File: config.mk
export PLATFORM = sky130hd
export DESIGN_NAME = ccap_update
export DESIGN_NICKNAME = d
export VERILOG_FILES = /design/src/rtl/ccap_pkg.sv /design/src/rtl/ccap_update.sv
export SDC_FILE = /design/constraint.sdc
export NUM_CORES = 1
export LEC_CHECK = 0
export ABC_AREA = 1
export BUFFER_PORTS_ARGS = -buffer_cell sky130_fd_sc_hd__buf_2
export CAP_MARGIN = 20
export CORE_UTILIZATION = 54
export DETAILED_ROUTE_END_ITERATION = 10
export PLACE_DENSITY = 0.89
export SLEW_MARGIN = 0
export SYNTH_ARGS = -nofsm -noshare
export SYNTH_HDL_FRONTEND = slang
export SYNTH_SLANG_ARGS = --single-unit
File: constraint.sdc
create_clock -name vclk -period 7.6
set_input_delay 0.76 -clock vclk [all_inputs]
set_output_delay 0.76 -clock vclk [all_outputs]
set_load 0.01 [all_outputs]
File: src/rtl/ccap_pkg.sv
`timescale 1ns / 1ps

package ccap_pkg;

	// field widths
	localparam int FUNC_W   = 2;
	localparam int VALUE_W  = 32;
	localparam int REGION_W = 10;
	localparam int RUN_W    = 33;
	localparam int TOTAL_W  = 40;

	// request kinds
	localparam logic [FUNC_W-1:0] FUNC_ENTRY = 2'd0;
	localparam logic [FUNC_W-1:0] FUNC_READ  = 2'd1;
	localparam logic [FUNC_W-1:0] FUNC_CLEAR = 2'd2;

	// saturation limits
	localparam logic [RUN_W-1:0]   RUN_MAX   = '1;
	localparam logic [TOTAL_W-1:0] TOTAL_MAX = '1;

	// one request held in the input stage
	typedef struct packed {
		logic [FUNC_W-1:0]   func;
		logic                first_of_origin;
		logic [VALUE_W-1:0]  supply;
		logic [VALUE_W-1:0]  demand;
		logic [REGION_W-1:0] region;
		logic                in_range;
	} item_t;

	// one result
	typedef struct packed {
		logic               included;
		logic [TOTAL_W-1:0] region_total;
		logic               saturated;
	} result_t;

	// write into the region total store
	typedef struct packed {
		logic                en;
		logic [REGION_W-1:0] region;
		logic [TOTAL_W-1:0]  data;
	} wr_req_t;

endpackage

File: src/rtl/ccap_update.sv
`timescale 1ns / 1ps

module ccap_update (
	input  ccap_pkg::item_t                item,
	input  logic [ccap_pkg::TOTAL_W-1:0]   old_total,
	input  logic [ccap_pkg::RUN_W-1:0]     run_q,
	output ccap_pkg::result_t              res,
	output ccap_pkg::wr_req_t              wr,
	output logic                           run_we,
	output logic [ccap_pkg::RUN_W-1:0]     run_next
);
	import ccap_pkg::*;

	logic [RUN_W-1:0]   prior_sum;
	logic [RUN_W:0]     after_w;
	logic               inc;
	logic [TOTAL_W:0]   sum_w;
	logic [TOTAL_W-1:0] clip;
	logic               ovf;

	// running demand of the current origin
	assign prior_sum = item.first_of_origin ? '0 : run_q;
	assign after_w   = {1'b0, prior_sum} + (RUN_W + 1)'(item.demand);
	assign run_next  = after_w[RUN_W] ? RUN_MAX : after_w[RUN_W-1:0];
	assign inc       = prior_sum <= RUN_W'(item.supply);

	// saturating add into the region total
	assign sum_w = {1'b0, old_total} + (TOTAL_W + 1)'(item.demand);
	assign ovf   = sum_w[TOTAL_W];
	assign clip  = ovf ? TOTAL_MAX : sum_w[TOTAL_W-1:0];

	// per-kind result and table write
	always_comb begin
		res       = '0;
		wr.en     = 1'b0;
		wr.region = item.region;
		wr.data   = '0;
		run_we    = 1'b0;
		case (item.func)
			FUNC_ENTRY: begin
				run_we       = 1'b1;
				res.included = inc;
				if (item.in_range) begin
					res.region_total = inc ? clip : old_total;
					res.saturated    = inc & ovf;
					wr.en            = inc;
					wr.data          = clip;
				end
			end
			FUNC_READ: begin
				if (item.in_range) begin
					res.region_total = old_total;
					res.saturated    = old_total == TOTAL_MAX;
				end
			end
			FUNC_CLEAR: begin
				wr.en = item.in_range;
			end
			default: begin
				res = '0;
			end
		endcase
	end

endmodule

==> results.yml, run 1 <==
die:
  die_y_um: 119.5
  die_x_um: 119.5
  rows: 42
  die_area_um2: 14290
  core_area_um2: 13350
  initial_core_util: 0.5588
  io_pins: 278
timing:
  relSlewSlack: 0.4433
  finalHoldViolCount: 0
  worst_pin_slew_ns: 0.8332
  drv_slew: 0
  setup_viol: 0
  whs_ns: 1.520
  fin_ws_ns: 2.540
  rsz0062_at_grt: "no"
  fin_tns_setup_ns: 0
  fmax_mhz: 197.6
  finalCriticalPeriod_ns: 5.060
  period_share: 0.6658
setup_path:
  cp_max_fo: 42
  critPathKind: "primary input to primary output"
  worstPathArrival_ns: 4.30
  cp-end-kind: "primary output"
  cp-start-kind: "primary input"
  worstPathRequired_ns: 6.84
power:
  power_density_nw_per_um2: 76.26
  ir_drop_uv: 42.27
  p_leak_nw: 5.636
detailed_routing:
  viasPerCell: 5.651
  drtIter0Drc: 1014
  first_pass_iters: 7
  vias: 10560
  postRouteAntennaNets: 0
  wl_per_cell_um: 15.96
  drc: 0
  wl_um: 29810
cts:
  cts_setup_buffers: 0
  cts_hold_buf: 0
  post_cts_resized: 0
layout:
  register_area_um2: 0
  fin_nets: 1941
  post-route-util: 0.6559
  nFlopsAndLatches: 0
  final_cell_mix: "nand2_1 (445), buf_2 (258), inv_1 (247), nor2_1 (190), nand3_1 (146)"
  drive_above_1_share: 0.1732
  final_cells: 1868
  clock_buffers: 0
  area_growth_pct: 17.38
  fill_cells: 1401
  diodes: 0
  final_common_cell: "nand2_1"
  multiInputGateArea_um2: 6285
logic_synthesis:
  seq_area_frac_synth: 0
  syn_nets: 1719
  ys_warn_count: 0
  mappedNetlistArea_um2: 7458
  synthCells: 1472
  syn_avg_cell_area_um2: 5.067
  yosysUniqueCellTypes: 47
global_route:
  antenna_found_initial: 0
  grt_usage: 0.3944
  grt_pass1_vias: 9022
  grt.overflow.total: 0
  grt_pass1_wl_um: 44930
  grt_max_degree: 60
outcome:
  status: "complete, no violations"
placed_design:
  pre_cts_slack_ns: 2.720
  portBuffers: 258
  dpl.cell_count: 1868
  place_congestion: 1.084
  dp_hpwl_um: 25500
job:
  drv_cap: 0
worst_hold_path:
  hold_path.class: "primary input to primary output"
[Yosys cell counts, types with 2 or more instances]
library cell,n,area [µm²]
nand2_1,445,1670
inv_1,247,927.1
nor2_1,191,716.9
nand3_1,146,730.7
ha_1,94,1176
a21oi_1,70,350.3
nand4_1,35,219.0
o21ai_0,31,155.2
xor2_1,23,201.4
a31oi_1,22,137.6
nand3b_1,21,157.7
nor3_1,15,75.07
buf_4,14,105.1
o21bai_1,14,105.1
clkbuf_1,12,45.04
a21o_1,11,82.58
buf_2,10,50.05
nand2_2,9,56.30
nor4_1,7,43.79
o21a_1,5,37.54
xnor2_1,5,43.79
inv_2,4,15.01
nor2_2,4,25.02
or2_2,4,25.02
a21boi_0,3,22.52
nor3b_1,3,22.52
o21ai_1,3,15.01
a31o_2,2,17.52
fa_1,2,40.04
nand2_4,2,22.52
nand3_2,2,20.02
[critical path: stages]
cell,delay (ns)
buf_2,0.50
nor2_1,0.19
ha_1,0.34
nand2_1,0.07
nor2_1,0.14
nand4_1,0.20
nor3b_1,0.29
nand4_2,0.51
nand2_2,0.85
nand3_1,0.18
nand2_1,0.11
buf_2,0.14
[cell type report]
cell class                      instances  share of cell area
Timing Repair Buffer                  259              0.1483
Tap cell                              176             0.02515
Multi-Input combinational cell       1181              0.7179
Inverter                              252              0.1086
[through the flow]
| step | instance area [µm²] | power, mW |
|---|---|---|
| detailed placement | 8755 | 0.6479 |
| finish | 8755 | 0.6677 |
| floorplan | 7458 | 0.4303 |
| CTS | 8755 | 0.6510 |
| global route | 8755 | 0.7292 |
| global placement | 8755 | 0.6442 |
[path summary, 6_finish.rpt]
path,startpoint,end,slack [ns],cells after the start
min,item[5],wr[44],1.52,0
max,item[75],res[35],2.54,12
[kinds of logic after synthesis]
| logic type | count (synthesis) | synth area share |
|---|---|---|
| fa+ha+maj | 96 | 0.1631 |
| simple gates | 889 | 0.5125 |
| compound gates | 168 | 0.1332 |
| xor+xnor | 28 | 0.03288 |
| buf+inv | 291 | 0.1584 |
[routing by layer]
layer | vias to the layer above | track usage | share of wire
met5 | - | 0 | 0
met4 | 0 | 0.1172 | 0.034
met3 | 79 | 0.03850 | 0.11
met2 | 615 | 0.6373 | 0.43
met1 | 4680 | 0.5502 | 0.44
li1 | 5182 | - | -
[report_power, final]
group          internal [mW]  total (mW)  switching (mW)
clock network              0           0               0
registers                  0           0               0
logic                  0.235       0.668           0.433
total                  0.235       0.668           0.433
Note: power is estimated with default switching activity, not from simulation.
==> run 2: changes to the inputs <==
- CORE_UTILIZATION: 54 -> 53
- PLACE_DENSITY: 0.89 -> 0.87
- clock period: 7.6 -> 4.9 ns (I/O delays scaled with it)
==> run 2 against run 1 <==
  * Worst hold slack worse by 0.54 ns
  * Via count hardly changed
  * Non-clock buffer count is 4 higher
  * Cell count is 0.21% higher
  * Critical path type unchanged
==> results.yml, run 2 (synthesis results as in run 1) <==
power:
  seq_power_share: 0
  internal_power_uw: 366.6
  ir_drop_uv: 64.89
  pwr-share-comb: 1.000
  power_density_nw_per_um2: 118.7
  switching_power_uw: 676.5
  p_leak_nw: 5.654
  p_clk_frac: 0
  sw_frac_of_total: 0.6485
setup_path:
  worstPathRequired_ns: 4.41
  startpoint: "item[75]"
  cp-end-kind: "primary output"
  worstPathArrival_ns: 3.58
  cp-start-kind: "primary input"
  cp_max_fo: 42
  critPathKind: "primary input to primary output"
layout:
  diodes: 0
  register_area_um2: 0
  fill_cells: 1391
  post-route-util: 0.6505
  area_growth_pct: 17.78
  nFlopsAndLatches: 0
  final_cells: 1872
  final_common_cell: "nand2_1"
  multiInputGateArea_um2: 6285
  clock_buffers: 0
  fin_nets: 1945
  drive_above_1_share: 0.1751
  final_cell_mix: "nand2_1 (445), buf_2 (258), inv_1 (247), nor2_1 (190), nand3_1 (146)"
detailed_routing:
  drc: 0
  postRouteAntennaNets: 0
  first_pass_iters: 6
  vias: 10560
  wl_per_cell_um: 16.16
  drtIter0Drc: 1059
  wl_um: 30250
  viasPerCell: 5.642
die:
  die_area_um2: 14550
  die_y_um: 120.6
  die_x_um: 120.6
  rows: 42
  io_pins: 278
  initial_core_util: 0.5523
  core_area_um2: 13510
global_route:
  use_met3: 0.05236
  grt_usage: 0.3933
  grt_max_degree: 43
  grt_pass1_vias: 8902
  antenna_found_initial: 0
  met2_usage: 0.6318
  grtUsageMet1: 0.5431
  busiest_layer: "met2"
  grt.overflow.total: 0
  grt_pass1_wl_um: 45210
timing:
  worst_pin_slew_ns: 0.9319
  fin_tns_setup_ns: 0
  rsz0062_at_grt: "no"
  fmax_mhz: 245.4
  relSlewSlack: 0.3773
  finalHoldViolCount: 0
  drv_slew: 0
  whs_ns: 0.9800
  period_share: 0.8315
  setup_viol: 0
  finalCriticalPeriod_ns: 4.074
job:
  drv_cap: 0
cts:
  cts_setup_buffers: 0
  cts_hold_buf: 0
  post_cts_resized: 0
placed_design:
  place_congestion: 1.015
  dpl.cell_count: 1872
  portBuffers: 258
  dp_hpwl_um: 25910
worst_hold_path:
  hold_path.class: "primary input to primary output"
  min_from: "item[2]"
outcome:
  status: "complete, no violations"
[run 2: cell type report]
type / instances / share of cell area
inverters: 252 / 0.1082
multi-input cells: 1181 / 0.7154
well taps: 176 / 0.02507
repair buffers: 263 / 0.1513
[run 2: power groups by stage]
stage / Combinational [mW] / Sequential, mW / Clock [mW]
global placement: 1.00 / 0 / 0
finish: 1.04 / 0 / 0
detailed placement: 1.01 / 0 / 0
global route: 1.14 / 0 / 0
CTS: 1.01 / 0 / 0
floorplan: 0.667 / 0 / 0
[run 2: per-stage QoR]
| step | setup slack [ns] | power (mW) | instance area [µm²] |
|---|---|---|---|
| final | 0.8257 | 1.043 | 8785 |
| after global routing | 0.5548 | 1.135 | 8785 |
| after CTS | 0.9110 | 1.014 | 8785 |
| after detailed placement | 0.9339 | 1.009 | 8785 |
| after global placement | 0.9987 | 1.001 | 8785 |
| after floorplan | 1.886 | 0.6674 | 7458 |
[run 2: per-layer routing]
layer | vias to the layer above | wire length [µm] | part of all wire
met5 | - | 0 | 0
met4 | 0 | 1037 | 0.034
met3 | 64 | 3379 | 0.11
met2 | 663 | 12890 | 0.43
met1 | 4645 | 12950 | 0.43
li1 | 5190 | - | -
[run 2: final timing paths]
check,end,slack (ns),cells after the start
setup / recovery,res[20],0.83,14
hold / removal,wr[41],0.98,0
[run 2: worst max-delay path, stage by stage]
cell     delay, ns
buf_2         0.43
nor2_1        0.21
ha_1          0.38
a21oi_1       0.14
o21ai_0       0.18
nand2_1       0.10
nand3_1       0.06
a21oi_1       0.30
nand2_2       0.33
nand2_2       0.13
buf_4         0.39
nand3_1       0.15
nand2_1       0.10
buf_2         0.12
==> run 3: changes to the inputs <==
- clock period: 4.9 -> 3.9 ns (I/O delays scaled with it)
==> run 3 against run 2 <==
  * Cell count is essentially flat
  * Worst setup slack worse by 0.69 ns
  * Power rose by 27%
  * Largest cell class unchanged
  * Largest power group unchanged
==> results.yml, run 3 (synthesis results as in run 1) <==
outcome:
  status: "complete, no violations"
cts:
  cts_hold_buf: 0
  cts_setup_buffers: 0
  post_cts_resized: 0
power:
  ir_drop_uv: 82.63
  p_leak_nw: 5.663
  power_density_nw_per_um2: 150.2
die:
  core_area_um2: 13510
  io_pins: 278
  die_y_um: 120.6
  initial_core_util: 0.5523
  die_x_um: 120.6
  rows: 42
  die_area_um2: 14550
placed_design:
  portBuffers: 258
  place_congestion: 1.144
  pre_cts_slack_ns: 0.2202
  dp_hpwl_um: 26690
  place_area_um2: 8805
global_route:
  grt_pass1_wl_um: 47380
  antenna_found_initial: 0
  grt.overflow.total: 0
  grt_usage: 0.4090
  grt_max_degree: 45
  grt_pass1_vias: 9529
setup_path:
  cp_max_fo: 25
  critical-path-top-delay-family: "simple AND/OR/NAND/NOR gates"
  cp-start-kind: "primary input"
  path_buf_inv: 4
  cp_cell_sequence: "buf_2 > buf_4 > nor2_1 > ha_1 > nand2_1 > nor4_1 > nand4_2 > buf_4 > nand3_2 > nand2_2 > nand2_1 > nand2_1 > buf_2"
  slowest_delay_ns: 0.46
  worstPathArrival_ns: 3.38
  cp_common_cell: "nand2_1"
  worstPathRequired_ns: 3.51
  cp.depth: 13
  cp-end-kind: "primary output"
  crit_slowest_cell: "nor4_1"
  critPathKind: "primary input to primary output"
job:
  drv_cap: 0
layout:
  nFlopsAndLatches: 0
  fin_nets: 1946
  diodes: 0
  register_area_um2: 0
  final_cell_mix: "nand2_1 (445), buf_2 (258), inv_1 (247), nor2_1 (190), nand3_1 (146)"
  clock_buffers: 0
  finish.instance_area_um2: 8805
  drive_above_1_share: 0.1756
  final_common_cell: "nand2_1"
  area_growth_pct: 18.05
  post-route-util: 0.6519
worst_hold_path:
  hold_path.class: "primary input to primary output"
  hold_depth: 0
detailed_routing:
  drtIter0Drc: 1154
  vias: 10910
  viasPerCell: 5.825
  drc: 0
  first_pass_iters: 6
  wl_um: 30950
  postRouteAntennaNets: 0
  wl_per_cell_um: 16.52
timing:
  fin_tns_setup_ns: 0
  relSlewSlack: 0.5778
  period_share: 0.9655
  fin_ws_ns: 0.1345
  worst_pin_slew_ns: 0.6317
  fmax_mhz: 265.6
  finalCriticalPeriod_ns: 3.765
  finalHoldViolCount: 0
  drv_slew: 0
  rsz0062_at_grt: "no"
  setup_viol: 0
  whs_ns: 0.7800
## run 3: cell count changes in the layout (fill, tap and decap cells not counted), sizes merged
cell	previous run	this run
buf	263	264
## run 3: final cells by class
| type | instances | area (µm²) |
|---|---|---|
| Fill cell | 1431 | 4701 |
| Inverter | 252 | 950.9 |
| Multi-Input combinational cell | 1181 | 6285 |
| Tap cell | 176 | 220.2 |
| Timing Repair Buffer | 264 | 1349 |
## run 3: power breakdown
group	internal [mW]	switching [mW]
clock	0	0
combinational	0.466	0.857
sequential	0	0
## run 3: metrics by stage
step                      total power, mW  cells
after floorplan                    0.8385   1472
after global placement              1.266   1873
after detailed placement            1.279   1873
after CTS                           1.286   1873
after global routing                1.439   1873
final                               1.322   1873
## run 3: final timing paths
check	start	endpoint	slack, ns
max	item[75]	res[26]	0.13
min	item[2]	wr[41]	0.78
## run 3: per-layer routing
layer  part of all wire  vias up  GRT usage
li1                   -     5206          -
met1               0.43     4861     0.5534
met2               0.43      717     0.6713
met3              0.092      126    0.01934
met4              0.054        0     0.1767
met5                  0        -          0
